**src/rtl/videotex_text_to_utf8_assert.svh**
```systemverilog
// ---------------------------------------------------------------------------
// assertion macros used by the converter rtl
// ---------------------------------------------------------------------------
`ifndef VIDEOTEX_TEXT_TO_UTF8_ASSERT_SVH
`define VIDEOTEX_TEXT_TO_UTF8_ASSERT_SVH

// same-cycle implication, disabled while reset is low
`define VT2U_ASSERT_IMP(name, clk_sig, rstn_sig, ante, cons) \
    name: assert property (@(posedge clk_sig) disable iff (!rstn_sig) \
        (ante) |-> (cons)) else $error("vt2u: same-cycle check failed");

// next-cycle implication, disabled while reset is low
`define VT2U_ASSERT_NEXT(name, clk_sig, rstn_sig, ante, cons) \
    name: assert property (@(posedge clk_sig) disable iff (!rstn_sig) \
        (ante) |=> (cons)) else $error("vt2u: next-cycle check failed");

`endif

```
**src/rtl/vt2u_pkg.sv**
```systemverilog
// ---------------------------------------------------------------------------
// vt2u_pkg
// types and constants shared by the terminal text to utf-8 converter
// ---------------------------------------------------------------------------
package vt2u_pkg;

    localparam int RUN_MAX   = 6;
    localparam int RUN_LEN_W = 3;

    // one classified input byte: up to six output bytes, first in data[0]
    typedef struct packed {
        logic [RUN_MAX-1:0][7:0] data;
        logic [RUN_LEN_W-1:0]    len;
        logic                    eot;
    } run_t;

endpackage

```
**src/rtl/vt2u_if.sv**
```systemverilog
// ---------------------------------------------------------------------------
// vt2u channel interfaces
// valid/ready channels for text bytes in and utf-8 bytes out
// ---------------------------------------------------------------------------
interface vt2u_in_if;
    logic       valid;
    logic       ready;
    logic [7:0] in_byte;

    modport source (output valid, output in_byte, input ready);
    modport sink   (input valid, input in_byte, output ready);
endinterface

interface vt2u_out_if;
    logic       valid;
    logic       ready;
    logic [7:0] out_byte;
    logic       last_of_run;
    logic       end_of_text;

    modport source (output valid, output out_byte, output last_of_run,
                    output end_of_text, input ready);
    modport sink   (input valid, input out_byte, input last_of_run,
                    input end_of_text, output ready);
endinterface

```
**src/rtl/vt2u_front.sv**
```systemverilog
// ---------------------------------------------------------------------------
// vt2u_front
// takes text bytes, tracks the sequence mode and turns each byte into a run; sequence bytes give none
// ---------------------------------------------------------------------------
module vt2u_front (
    input  logic          clk,
    input  logic          rst_n,
    vt2u_in_if.sink       text_in,
    output logic          push_valid,
    output vt2u_pkg::run_t push_run,
    input  logic          push_ready
);
    import vt2u_pkg::*;

    typedef enum logic [3:0] {
        MODE_NORMAL = 4'd0,
        MODE_ACCENT = 4'd1,
        MODE_GRAVE  = 4'd2,
        MODE_ACUTE  = 4'd3,
        MODE_CIRC   = 4'd4,
        MODE_UML    = 4'd5,
        MODE_CEDIL  = 4'd6,
        MODE_ESC    = 4'd7,
        MODE_CUR1   = 4'd8,
        MODE_CUR2   = 4'd9
    } mode_t;

    localparam logic [7:0] CODE_ACCENT = 8'h16;
    localparam logic [7:0] CODE_ESC    = 8'h1B;
    localparam logic [7:0] CODE_CURSOR = 8'h1F;
    localparam logic [7:0] CODE_SPACE  = 8'h20;
    localparam logic [7:0] CODE_HASH   = 8'h23;

    function automatic run_t run1(input logic [7:0] b0);
        run_t r;
        r      = '0;
        r.data[0] = b0;
        r.len  = RUN_LEN_W'(1);
        return r;
    endfunction

    function automatic run_t run2(input logic [7:0] b0, input logic [7:0] b1);
        run_t r;
        r      = '0;
        r.data[0] = b0;
        r.data[1] = b1;
        r.len  = RUN_LEN_W'(2);
        return r;
    endfunction

    function automatic run_t run3(input logic [7:0] b0, input logic [7:0] b1,
                                  input logic [7:0] b2);
        run_t r;
        r      = '0;
        r.data[0] = b0;
        r.data[1] = b1;
        r.data[2] = b2;
        r.len  = RUN_LEN_W'(3);
        return r;
    endfunction

    // glyphs behind a byte-order mark
    function automatic run_t run_bom(input logic [7:0] b4, input logic [7:0] b5);
        run_t r;
        r      = '0;
        r.data[0] = 8'hEF;
        r.data[1] = 8'hBB;
        r.data[2] = 8'hBF;
        r.data[3] = 8'hE2;
        r.data[4] = b4;
        r.data[5] = b5;
        r.len  = RUN_LEN_W'(6);
        return r;
    endfunction

    function automatic run_t plain_run(input logic [7:0] b);
        run_t r;
        if (b == 8'h60)
        begin
            r = run_bom(8'h80, 8'h92);
        end
        else if (b == 8'h7E)
        begin
            r = run_bom(8'h80, 8'hBE);
        end
        else if (b == 8'h7F)
        begin
            r = run_bom(8'h96, 8'h88);
        end
        else if (b >= 8'h20)
        begin
            r = (b <= 8'h7F) ? run1(b) : run1(8'h3F);
        end
        else
        begin
            r = run1(8'h3F);
        end
        return r;
    endfunction

    // tails for grave, acute, circumflex, diaeresis packed low to high
    function automatic logic [31:0] vowel_tails(input logic [7:0] b);
        logic [31:0] t;
        case (b)
            8'h61:   t = 32'hA4A2A1A0;
            8'h65:   t = 32'hABAAA9A8;
            8'h69:   t = 32'hAFAEADAC;
            8'h6F:   t = 32'hB6B4B3B2;
            8'h75:   t = 32'hBCBBBAB9;
            8'h41:   t = 32'h84828180;
            8'h45:   t = 32'h8B8A8988;
            8'h49:   t = 32'h8F8E8D8C;
            8'h4F:   t = 32'h96949392;
            8'h55:   t = 32'h9C9B9A99;
            default: t = 32'h0;
        endcase
        return t;
    endfunction

    function automatic run_t symbol_run(input logic [7:0] b);
        run_t r;
        case (b)
            8'h23:   r = run2(8'hC2, 8'hA3);
            8'h24:   r = run1(8'h24);
            8'h26:   r = run1(8'h23);
            8'h2C:   r = run3(8'hE2, 8'h86, 8'h90);
            8'h2D:   r = run3(8'hE2, 8'h86, 8'h91);
            8'h2E:   r = run3(8'hE2, 8'h86, 8'h92);
            8'h2F:   r = run3(8'hE2, 8'h86, 8'h93);
            8'h30:   r = run2(8'hC2, 8'hB0);
            8'h31:   r = run2(8'hC2, 8'hB1);
            8'h38:   r = run2(8'hC3, 8'hB7);
            8'h3C:   r = run2(8'hC2, 8'hBC);
            8'h3D:   r = run2(8'hC2, 8'hBD);
            8'h3E:   r = run2(8'hC2, 8'hBE);
            8'h6A:   r = run2(8'hC5, 8'h92);
            8'h7A:   r = run2(8'hC5, 8'h93);
            8'h7B:   r = run2(8'hC3, 8'h9F);
            8'h27:   r = run2(8'hC2, 8'hA7);
            default: r = '0;
        endcase
        return r;
    endfunction

    mode_t       mode_reg;
    mode_t       mode_next;
    run_t        run;
    logic [7:0]  b;
    logic [31:0] tails;
    logic [1:0]  tail_sel;
    logic        accept;

    assign b        = text_in.in_byte;
    assign tails    = vowel_tails(b);
    assign tail_sel = 2'(mode_reg - MODE_GRAVE);

    always_comb
    begin
        mode_next = MODE_NORMAL;
        run       = '0;
        if (b == 8'h00)
        begin
            run     = run1(8'h00);
            run.eot = 1'b1;
        end
        else
        begin
            case (mode_reg)
                MODE_ACCENT:
                begin
                    case (b)
                        8'h41:   mode_next = MODE_GRAVE;
                        8'h42:   mode_next = MODE_ACUTE;
                        8'h43:   mode_next = MODE_CIRC;
                        8'h48:   mode_next = MODE_UML;
                        8'h4B:   mode_next = MODE_CEDIL;
                        default: run = symbol_run(b);
                    endcase
                end
                MODE_GRAVE, MODE_ACUTE, MODE_CIRC, MODE_UML:
                begin
                    if (tails != 32'h0)
                    begin
                        run = run2(8'hC3, tails[8*tail_sel +: 8]);
                    end
                    else
                    begin
                        run = plain_run(b);
                    end
                end
                MODE_CEDIL:
                begin
                    if (b == 8'h63)
                    begin
                        run = run2(8'hC3, 8'hA7);
                    end
                    else if (b == 8'h43)
                    begin
                        run = run2(8'hC3, 8'h87);
                    end
                    else
                    begin
                        run = plain_run(b);
                    end
                end
                MODE_ESC:
                begin
                    if (b == CODE_SPACE || b == CODE_HASH)
                    begin
                        mode_next = MODE_ESC;
                    end
                end
                MODE_CUR1:
                begin
                    mode_next = MODE_CUR2;
                end
                MODE_CUR2:
                begin
                    mode_next = MODE_NORMAL;
                end
                default:
                begin
                    case (b)
                        CODE_ACCENT: mode_next = MODE_ACCENT;
                        CODE_ESC:    mode_next = MODE_ESC;
                        CODE_CURSOR: mode_next = MODE_CUR1;
                        default:     run = plain_run(b);
                    endcase
                end
            endcase
        end
    end

    assign text_in.ready = push_ready;
    assign accept        = text_in.valid && push_ready;
    assign push_valid    = accept && (run.len != '0);
    assign push_run      = run;

    always_ff @(posedge clk or negedge rst_n)
    begin
        if (!rst_n)
        begin
            mode_reg <= MODE_NORMAL;
        end
        else if (accept)
        begin
            mode_reg <= mode_next;
        end
    end

endmodule

```
**src/rtl/vt2u_queue.sv**
```systemverilog
// ---------------------------------------------------------------------------
// vt2u_queue
// short queue of classified runs between the front and back parts
// ---------------------------------------------------------------------------
module vt2u_queue #(
    parameter int DEPTH = 4
) (
    input  logic           clk,
    input  logic           rst_n,
    input  logic           push_valid,
    input  vt2u_pkg::run_t push_run,
    output logic           push_ready,
    output logic           pop_valid,
    output vt2u_pkg::run_t pop_run,
    input  logic           pop_ready
);
    import vt2u_pkg::*;

    localparam int PTR_W = (DEPTH > 1) ? $clog2(DEPTH) : 1;
    localparam int CNT_W = $clog2(DEPTH + 1);

    run_t             mem_reg [DEPTH];
    logic [PTR_W-1:0] wr_ptr_reg;
    logic [PTR_W-1:0] rd_ptr_reg;
    logic [CNT_W-1:0] count_reg;
    logic             do_push;
    logic             do_pop;

    function automatic logic [PTR_W-1:0] ptr_inc(input logic [PTR_W-1:0] p);
        return (p == PTR_W'(DEPTH - 1)) ? '0 : p + PTR_W'(1);
    endfunction

    assign push_ready = (count_reg != CNT_W'(DEPTH));
    assign pop_valid  = (count_reg != '0);
    assign pop_run    = mem_reg[rd_ptr_reg];
    assign do_push    = push_valid && push_ready;
    assign do_pop     = pop_valid && pop_ready;

    always_ff @(posedge clk)
    begin
        if (do_push)
        begin
            mem_reg[wr_ptr_reg] <= push_run;
        end
    end

    always_ff @(posedge clk or negedge rst_n)
    begin
        if (!rst_n)
        begin
            wr_ptr_reg <= '0;
            rd_ptr_reg <= '0;
            count_reg  <= '0;
        end
        else
        begin
            if (do_push)
            begin
                wr_ptr_reg <= ptr_inc(wr_ptr_reg);
            end
            if (do_pop)
            begin
                rd_ptr_reg <= ptr_inc(rd_ptr_reg);
            end
            if (do_push && !do_pop)
            begin
                count_reg <= count_reg + CNT_W'(1);
            end
            else if (do_pop && !do_push)
            begin
                count_reg <= count_reg - CNT_W'(1);
            end
        end
    end

endmodule

```
**src/rtl/vt2u_back.sv**
```systemverilog
// ---------------------------------------------------------------------------
// vt2u_back
// unpacks queued runs into single utf-8 bytes behind an output register
// ---------------------------------------------------------------------------
`include "videotex_text_to_utf8_assert.svh"

module vt2u_back (
    input  logic           clk,
    input  logic           rst_n,
    input  logic           pop_valid,
    input  vt2u_pkg::run_t pop_run,
    output logic           pop_ready,
    vt2u_out_if.source     utf8_out
);
    import vt2u_pkg::*;

    run_t                 cur_reg;
    logic                 cur_valid_reg;
    logic [RUN_LEN_W-1:0] idx_reg;
    logic                 out_valid_reg;
    logic [7:0]           out_byte_reg;
    logic                 out_last_reg;
    logic                 out_eot_reg;

    logic advance;
    logic load_out;
    logic cur_last;
    logic cur_free;

    assign advance   = !out_valid_reg || utf8_out.ready;
    assign load_out  = cur_valid_reg && advance;
    assign cur_last  = (idx_reg == cur_reg.len - RUN_LEN_W'(1));
    // current run slot frees up once its final byte moves to the output
    assign cur_free  = !cur_valid_reg || (load_out && cur_last);
    assign pop_ready = cur_free;

    always_ff @(posedge clk or negedge rst_n)
    begin
        if (!rst_n)
        begin
            cur_valid_reg <= 1'b0;
            idx_reg       <= '0;
            out_valid_reg <= 1'b0;
        end
        else
        begin
            if (advance)
            begin
                out_valid_reg <= load_out;
            end
            if (cur_free)
            begin
                cur_valid_reg <= pop_valid;
                idx_reg       <= '0;
            end
            else if (load_out)
            begin
                idx_reg <= idx_reg + RUN_LEN_W'(1);
            end
        end
    end

    always_ff @(posedge clk)
    begin
        if (cur_free && pop_valid)
        begin
            cur_reg <= pop_run;
        end
        if (load_out)
        begin
            out_byte_reg <= cur_reg.data[idx_reg];
            out_last_reg <= cur_last;
            out_eot_reg  <= cur_reg.eot;
        end
    end

    assign utf8_out.valid       = out_valid_reg;
    assign utf8_out.out_byte    = out_byte_reg;
    assign utf8_out.last_of_run = out_last_reg;
    assign utf8_out.end_of_text = out_eot_reg;

    `VT2U_ASSERT_IMP(a_eot_is_last, clk, rst_n, out_valid_reg && out_eot_reg, out_last_reg)
    `VT2U_ASSERT_IMP(a_idx_in_run, clk, rst_n, cur_valid_reg, idx_reg < cur_reg.len)
    `VT2U_ASSERT_NEXT(a_slot_drains, clk, rst_n, load_out && cur_last && !pop_valid, !cur_valid_reg)

endmodule

```
**src/rtl/videotex_text_to_utf8.sv**
```systemverilog
// ---------------------------------------------------------------------------
// videotex_text_to_utf8
// converts 8-bit terminal text with accent and escape sequences to utf-8
// ---------------------------------------------------------------------------
//  channel    dir   payload                                   use
//  text_in    in    in_byte[7:0]                              one text byte
//  utf8_out   out   out_byte[7:0], last_of_run, end_of_text   one utf-8 byte
//
//  text_in takes one byte per cycle while the run queue has room
//  utf8_out gives one byte per cycle while utf8_out.ready is high; a byte that yields
//  several bytes holds the back part until all are out, so the queue depth sets how far the input runs ahead
//  the first byte of a run passes through the queue, the run slot and the output register
//  reset puts the decoder in normal text mode and empties the queue
//  a stall on utf8_out backs up only through the queue to text_in.ready
// ---------------------------------------------------------------------------
module videotex_text_to_utf8 #(
    parameter int QUEUE_DEPTH = 4
) (
    input  logic        clk,
    input  logic        rst_n,
    vt2u_in_if.sink     text_in,
    vt2u_out_if.source  utf8_out
);
    import vt2u_pkg::*;

    logic push_valid;
    logic push_ready;
    run_t push_run;
    logic pop_valid;
    logic pop_ready;
    run_t pop_run;

    vt2u_front u_front (
        .clk        (clk),
        .rst_n      (rst_n),
        .text_in    (text_in),
        .push_valid (push_valid),
        .push_run   (push_run),
        .push_ready (push_ready)
    );

    vt2u_queue #(
        .DEPTH (QUEUE_DEPTH)
    ) u_queue (
        .clk        (clk),
        .rst_n      (rst_n),
        .push_valid (push_valid),
        .push_run   (push_run),
        .push_ready (push_ready),
        .pop_valid  (pop_valid),
        .pop_run    (pop_run),
        .pop_ready  (pop_ready)
    );

    vt2u_back u_back (
        .clk       (clk),
        .rst_n     (rst_n),
        .pop_valid (pop_valid),
        .pop_run   (pop_run),
        .pop_ready (pop_ready),
        .utf8_out  (utf8_out)
    );

endmodule

```
**src/flat_wrapper.sv**
```systemverilog
// flat-port wrapper written by rule: the top's interface ports become plain ports
module videotex_text_to_utf8_flat import vt2u_pkg::*;
#(
    parameter int QUEUE_DEPTH = 4
)
  (clk, rst_n, text_in_valid, text_in_in_byte, text_in_ready, utf8_out_valid, utf8_out_out_byte, utf8_out_last_of_run, utf8_out_end_of_text, utf8_out_ready);
  vt2u_in_if text_in_i ();
  vt2u_out_if utf8_out_i ();
  input  logic clk;
  input  logic rst_n;
  input wire logic [$bits(text_in_i.valid)-1:0] text_in_valid;
  input wire logic [$bits(text_in_i.in_byte)-1:0] text_in_in_byte;
  output wire logic [$bits(text_in_i.ready)-1:0] text_in_ready;
  output wire logic [$bits(utf8_out_i.valid)-1:0] utf8_out_valid;
  output wire logic [$bits(utf8_out_i.out_byte)-1:0] utf8_out_out_byte;
  output wire logic [$bits(utf8_out_i.last_of_run)-1:0] utf8_out_last_of_run;
  output wire logic [$bits(utf8_out_i.end_of_text)-1:0] utf8_out_end_of_text;
  input wire logic [$bits(utf8_out_i.ready)-1:0] utf8_out_ready;
  assign text_in_i.valid = text_in_valid;
  assign text_in_i.in_byte = text_in_in_byte;
  assign text_in_ready = text_in_i.ready;
  assign utf8_out_valid = utf8_out_i.valid;
  assign utf8_out_out_byte = utf8_out_i.out_byte;
  assign utf8_out_last_of_run = utf8_out_i.last_of_run;
  assign utf8_out_end_of_text = utf8_out_i.end_of_text;
  assign utf8_out_i.ready = utf8_out_ready;
  videotex_text_to_utf8 #(.QUEUE_DEPTH(QUEUE_DEPTH)) u_core (.clk(clk), .rst_n(rst_n), .text_in(text_in_i), .utf8_out(utf8_out_i));
endmodule
```
**config.mk**
```make
export PLATFORM = sky130hd
export DESIGN_NAME = videotex_text_to_utf8_flat
export DESIGN_NICKNAME = d
export VERILOG_FILES = /design/src/rtl/vt2u_pkg.sv /design/src/rtl/vt2u_if.sv /design/src/rtl/vt2u_front.sv /design/src/rtl/vt2u_queue.sv /design/src/rtl/vt2u_back.sv /design/src/rtl/videotex_text_to_utf8.sv /design/src/flat_wrapper.sv
export VERILOG_INCLUDE_DIRS = /design/src /design/src/rtl
export SDC_FILE = /design/constraint.sdc
export NUM_CORES = 1
export LEC_CHECK = 0
export ABC_AREA = 1
export BUFFER_PORTS_ARGS = -buffer_cell sky130_fd_sc_hd__buf_2
export CORE_UTILIZATION = 48
export DETAILED_ROUTE_END_ITERATION = 8
export GPL_ROUTABILITY_DRIVEN = 0
export SETUP_SLACK_MARGIN = 0.02
export SYNTH_ARGS = -nofsm -noshare
export SYNTH_HDL_FRONTEND = slang
export SYNTH_SLANG_ARGS = --single-unit
```
**constraint.sdc**
```tcl
create_clock -name clk -period 5.22 [get_ports clk]
set_input_delay 1.044 -clock clk [delete_from_list [all_inputs] [get_ports clk]]
set_output_delay 1.044 -clock clk [all_outputs]
set_load 0.02 [all_outputs]
```
Yosys cells after proc, flatten, opt, wreduce, memory -nomap -nowiden
Memory sizes are Yosys's and may differ from the RTL's. A register that Yosys moved wholly into a read port is not among the register bits. Cells that the tools add are included.

Memories kept: 1. Register bits: 26. Input bits: 12. RAM bits: 208. Output and inout bits: 12.

Memories: u_core.u_queue.mem_reg (words 4, bits a word 52, read ports 1, clocked after memory_dff 1, wr ports 1, RTL line vt2u_queue.sv:22) `run_t mem_reg [DEPTH];`.

Order comparisons: 3. Reductions and logical operators: 26. Shifts and indexed selects: 1. $add $sub $neg: 7. Muxes and demuxes: 29. Equality and inequality tests: 52.

Operator list (count): 28-bit one-hot mux with 17 select lines (1); 52-bit 2-to-1 mux (8); 32-bit one-hot mux with 10 select lines (1); 52-bit one-hot mux with 4 select lines (1); 8-bit by 7-bit == test with 1-bit output (second input constant) (21); 8-bit by 6-bit == test with 1-bit output (second input constant) (15); 32-bit nonzero test (1); 32-bit by 6-bit variable part select with 8-bit output (1); 28-bit 2-to-1 mux (1); 8-bit binary-select mux with 3-bit select (1); 8-bit by 5-bit == test with 1-bit output (second input constant) (3); 12-bit 2-to-1 mux (2); 4-bit by 3-bit == test with 1-bit output (second input constant) (4); 4-bit one-hot mux with 4 select lines (1); 3-bit 2-to-1 mux (5); 3-bit one-hot mux with 5 select lines (1); 4-bit one-hot mux with 3 select lines (1); 4-bit by 2-bit == test with 1-bit output (second input constant) (2); 4-bit == test (second input constant) (2); 8-bit by 6-bit greater-or-equal comparator with 1-bit output (second input constant) (1); 8-bit by 7-bit less-or-equal comparator with 1-bit output (second input constant) (1); 1-bit logical AND (8); 8-bit zero test (1); 8-bit 2-to-1 mux (1); 20 further kinds (34).

Longest topological paths before layout
Depth after elaboration: 17. Depth in mapped cells: 21.

Cells and area by module
A second synthesis with hierarchy kept.

Cells, all modules: 1195. Area, all modules: 13021.2 µm².

By module, submodules not included: vt2u_queue (instances 1, cells an instance 665, area each 8634.5 µm²); vt2u_back (instances 1, cells an instance 194, area each 2645.0 µm²); vt2u_front (instances 1, cells an instance 336, area each 1741.7 µm²).

Least setup slack after synthesis
OpenSTA, ideal clock, no wires.

Path type: in2reg. From: input utf8_out_ready. To: register u_core.u_queue.count_reg[1]. Stages: 9. Data required time: 5.095 ns. Buffers on the path: 0. Setup slack: 1.379 ns. Data arrival time: 3.716 ns. Library setup time: 0.125 ns. Cell sequence: nor2_1 o21ai_0 inv_1 nor2_1 inv_1 ha_1 inv_1 fa_1 mux2_2.

Cells in the longest elaborated chain, start to end: 8. Elaborated cells on any way between the ends: 10.

RTL lines: from (decl) (RTL line flat_wrapper.sv:18) `input wire logic [$bits(utf8_out_i.ready)-1:0] utf8_out_ready;`; 1-bit logical OR (*) (RTL line vt2u_back.sv:30) `assign advance = !out_valid_reg || utf8_out.ready;`; 1-bit logical AND (*) (RTL line vt2u_back.sv:31) `assign load_out = cur_valid_reg && advance;`; 1-bit logical AND (*) (RTL line vt2u_back.sv:34) `assign cur_free = !cur_valid_reg || (load_out && cur_last);`; 1-bit logical OR (*) (RTL line vt2u_back.sv:34); 1-bit logical AND (*) (RTL line vt2u_queue.sv:37) `assign do_pop = pop_valid && pop_ready;`; net u_core.u_queue.do_pop (RTL line vt2u_queue.sv:27) `logic do_pop;`; 1-bit zero test (RTL line vt2u_queue.sv:65) `if (do_push && !do_pop)`; 1-bit logical AND (RTL line vt2u_queue.sv:65); 3-bit 2-to-1 mux or 2-bit nonzero test (tied branches); to (signal assigned) (RTL line vt2u_queue.sv:67) `count_reg <= count_reg + CNT_W'(1);`; to (signal assigned) (RTL line vt2u_queue.sv:71) `count_reg <= count_reg - CNT_W'(1);`; to (decl) (RTL line vt2u_queue.sv:25) `logic [CNT_W-1:0] count_reg;`.

Mark *: on every way through the listed nets, which the timed path passes. The rest lies on a longest branch. A chain may end at the register's enable or synchronous reset.

Worst setup path after layout
From: input text_in_in_byte[3]. To: register u_core.u_queue.count_reg[2].

Cells in the longest elaborated chain, start to end: 15. Elaborated cells on any way between the ends: 64.

RTL lines: from (decl) (RTL line flat_wrapper.sv:12) `input wire logic [$bits(text_in_i.in_byte)-1:0] text_in_in_byte;`; 8-bit by 6-bit greater-or-equal comparator with 1-bit output (RTL line vt2u_front.sv:90) `else if (b >= 8'h20)`; 12-bit 2-to-1 mux (RTL line vt2u_front.sv:90); 52-bit 2-to-1 mux (RTL line vt2u_front.sv:86) `else if (b == 8'h7F)`; 52-bit 2-to-1 mux (RTL line vt2u_front.sv:82) `else if (b == 8'h7E)`; 52-bit 2-to-1 mux (RTL line vt2u_front.sv:78) `if (b == 8'h60)`; 52-bit 2-to-1 mux (RTL line vt2u_front.sv:197) `else if (b == 8'h43)`; 52-bit 2-to-1 mux (RTL line vt2u_front.sv:193) `if (b == 8'h63)`; 52-bit one-hot mux with 4 select lines (RTL line vt2u_front.sv:168) `case (mode_reg)`; 52-bit 2-to-1 mux (*) (RTL line vt2u_front.sv:161) `if (b == 8'h00)`; 3-bit nonzero test (*) (RTL line vt2u_front.sv:236) `assign push_valid = accept && (run.len != '0);`; 1-bit logical AND (*) (RTL line vt2u_front.sv:236); 1-bit logical AND (*) (RTL line vt2u_queue.sv:36) `assign do_push = push_valid && push_ready;`; net u_core.u_queue.do_push (RTL line vt2u_queue.sv:26) `logic do_push;`; 1-bit zero test (RTL line vt2u_queue.sv:69) `else if (do_pop && !do_push)`; 1-bit logical AND (RTL line vt2u_queue.sv:69); 2-bit nonzero test (no line).

Marked as above.

==> run metrics <==
outcome=finished clean; Worst Hold Depth=0; Seq cells post-synth=156; CTS hold repair buffers=0; unrepaired setup endpoints after global routing=no; die width=126 um; DIE AREA=0.0159 mm2; Worst R2R Setup Slack=1.80 ns; PwrDens=587 mW/mm2; Critical Path End Type=flip-flop; router iterations before antenna repair=5; Syn-to-layout area delta=12.6%; I/O pin count=24; layout cells sized above 1=13.8%; via count=5302; Hold WC Path Type=reg2reg; TritonCTS clock tree=built; Clock Skew=0.00729 ns; commonest cells in the synthesized netlist=140 x edfxtp_1, 111 x nor2_1, 105 x nand2_1, 87 x o21ai_0, 60 x inv_1; Synth Area in XOR/XNOR=0.591%; Pleak=3.20 nW; Detailed Route Iter0 Violations=440; hold_sp=u_core.u_back.cur_reg[0]; area of the core=0.0151 mm2; Clock Latency Late Sink=0.42 ns; Worst Path Max Fanout=7; routed vias/inst=5.59; Ys Warns=0; initial antenna violation count=0; post-synthesis mux area share=0.152%; min Tclk post-route=3.58 ns; clock buffer depth=2; VDD IR max=0.367 mV; top cells by area, synth=edfxtp_1 57%, o21ai_0 5.9%, nor2_1 5.6%, dfrtp_1 5.4%, nand2_1 5.3%; clk root buf=clkbuf_16; Unique masters post-synth=50; largest family of logic cells by synthesized area=simple AND/OR/NAND/NOR gates; total CTS buffers=17; Largest register FFs=104; cell row count=45; vias in the first global route=5160; cell count after synthesis=720; Overall Power=4.90 mW; most frequent cell after synthesis=edfxtp_1; RR Endpoint=u_core.u_queue.count_reg[1]; HPWL after detailed placement=11200 um; Max Cap Viol=0; Pins Over Slew Limit=0; post-synthesis sequential area ratio=62.2%; Total GRT Usage=22.5%; Post-Synth Simple-Gate Area=17.8%; H-tree level count=4; syn_nets=741; actual slew at the worst max-slew pin=1.04 ns; largest net degree at the start of global routing=56; final WL=16600 um; Post-CTS Setup Inserts=0; setup violators final=0; Synth async-reset ratio=10.3%; reg2reg start=u_core.u_back.idx_reg[0]; Clock Sinks=156; Tcrit/Tclk final=68.6%; antenna viol nets, final=0; Fin. Hold Viols=0; die height=126 um; worst path required time=5.53 ns; Post-Syn Area=0.00740 mm2; first-pass GRT wire length=26900 um; worst path arrival time=3.89 ns; # diodes=0; Min Hold Slack=0.481 ns; setup TNS=0 ns; Adder-Cell Fraction of Synth Area=1.62%; cell taking the most area after synthesis=edfxtp_1; final-stage net count=769; EDFF count, synth=140; CTS clock-pin slew for the worst setup and hold paths=0.06 ns; average wire per cell in the routed design=17.5 um; I/O Buffers=23; critical path type=in2reg; Setup WS pre-CTS=1.22 ns; Synth Area in Compound Gates=12.8%; Slew headroom=30.4%; Synth top area share=56.8%; GRT Residual Overflow=0; WHS Endpoint=u_core.u_back.utf8_out.end_of_text; # DRC=0; Initial Util=48.9%; Worst Setup Start Kind=input port; final setup margin=1.64 ns; Register-to-Register Path Depth=13; Top FF cell, synth=edfxtp_1; Resize count post-CTS=0; fmax=279 MHz; Synth Area per Inst=10.3 um2
## cells in the final DEF, fill, tap and decap left out, types with 2 or more instances in the layout
| master | instances |
|---|---|
| inv_1 | 60 |
| clkbuf_1 | 4 |
| nand2_2 | 7 |
| nand3_1 | 31 |
| a31oi_1 | 2 |
| o21ai_0 | 87 |
| o21ai_1 | 3 |
| nand2_1 | 105 |
| bufinv_16 | 4 |
| nand3_2 | 2 |
| a32o_1 | 2 |
| inv_2 | 7 |
| nand2_4 | 4 |
| clkinvlp_4 | 3 |
| clkbuf_16 | 17 |
| a21oi_1 | 20 |
| a21boi_0 | 2 |
| nor3_2 | 3 |
| nor3_1 | 13 |
| nor2_1 | 106 |
| nor2_2 | 14 |
| o22ai_1 | 28 |
| nor2_4 | 3 |
| xnor2_1 | 4 |
| clkinv_1 | 4 |
| ha_1 | 8 |
| o211ai_1 | 3 |
| dfrtp_1 | 16 |
| edfxtp_1 | 140 |
| buf_2 | 23 |
| buf_4 | 7 |
| nand4_1 | 5 |
| a211oi_1 | 2 |
## cells by family after synthesis
family          after synthesis
simple gates                297
compound gates              161
buf+inv                      91
fa+ha+maj                     9
mux                           1
xor+xnor                      5
flops                       156
## final cells by class
cell class / instances / area, um2
repair buffers: 30 / 168
clock buffers: 21 / 440
well taps: 188 / 235
flip-flops and latches: 156 / 4600
clock inverters: 11 / 168
fillers: 1273 / 6810
inverters: 70 / 265
multi-input cells: 473 / 2460
## worst max-delay path, stage by stage
cell	delay, ns
buf_2	0.13
nor2_2	0.25
nand2_1	0.19
nor3_1	0.65
inv_1	0.12
o21ai_0	0.13
nor2_2	0.08
nand2_2	0.11
nand2_4	0.09
inv_1	0.07
ha_1	0.13
inv_1	0.07
fa_1	0.44
a21oi_1	0.14
o21ai_0	0.11
xnor2_1	0.14
## power by group
group	internal (mW)	total (mW)	leakage (nW)	switching [mW]
registers	1.91	2.08	1.49	0.170
clock network	0.798	1.26	0.283	0.465
logic	0.484	1.56	1.43	1.07
total	3.19	4.90	3.20	1.71
## metal layers
| layer | GRT usage, % | vias to the layer above | routed length, um | part of all wire (%) |
|---|---|---|---|---|
| met5 | 0 | - | 0 | 0 |
| met2 | 37.7 | 162 | 8100 | 49 |
| met1 | 28.3 | 2533 | 7310 | 44 |
| met3 | 3.95 | 32 | 700 | 4.2 |
| met4 | 11.0 | 0 | 490 | 3.0 |
| li1 | - | 2575 | - | - |
## worst max-delay path by stage
| stage | start | end | slack (ns) | cells after the start |
|---|---|---|---|---|
| 5_1_grt | text_in_in_byte[3] | u_core.u_queue.count_reg[2] | 1.37 | 16 |
| 4_1_cts | text_in_in_byte[3] | u_core.u_queue.count_reg[2] | 1.68 | 16 |
| 6_report | text_in_in_byte[3] | u_core.u_queue.count_reg[2] | 1.64 | 16 |
| 2_1_floorplan | utf8_out_ready | u_core.u_queue.count_reg[1] | 1.38 | 9 |
| 3_3_place_gp | text_in_in_byte[3] | u_core.u_queue.count_reg[2] | 1.32 | 16 |
| 3_5_place_dp | text_in_in_byte[3] | u_core.u_queue.count_reg[2] | 1.22 | 16 |
## through the flow
step,cell area [um2],std cells,util [%]
floorplan,7400,720,-
global placement,7730,917,51.0
finish,8340,949,55.0
global route,8340,949,55.0
CTS,8340,949,55.0
detailed placement,7730,917,51.0
Power figures use the tool's default switching activity.
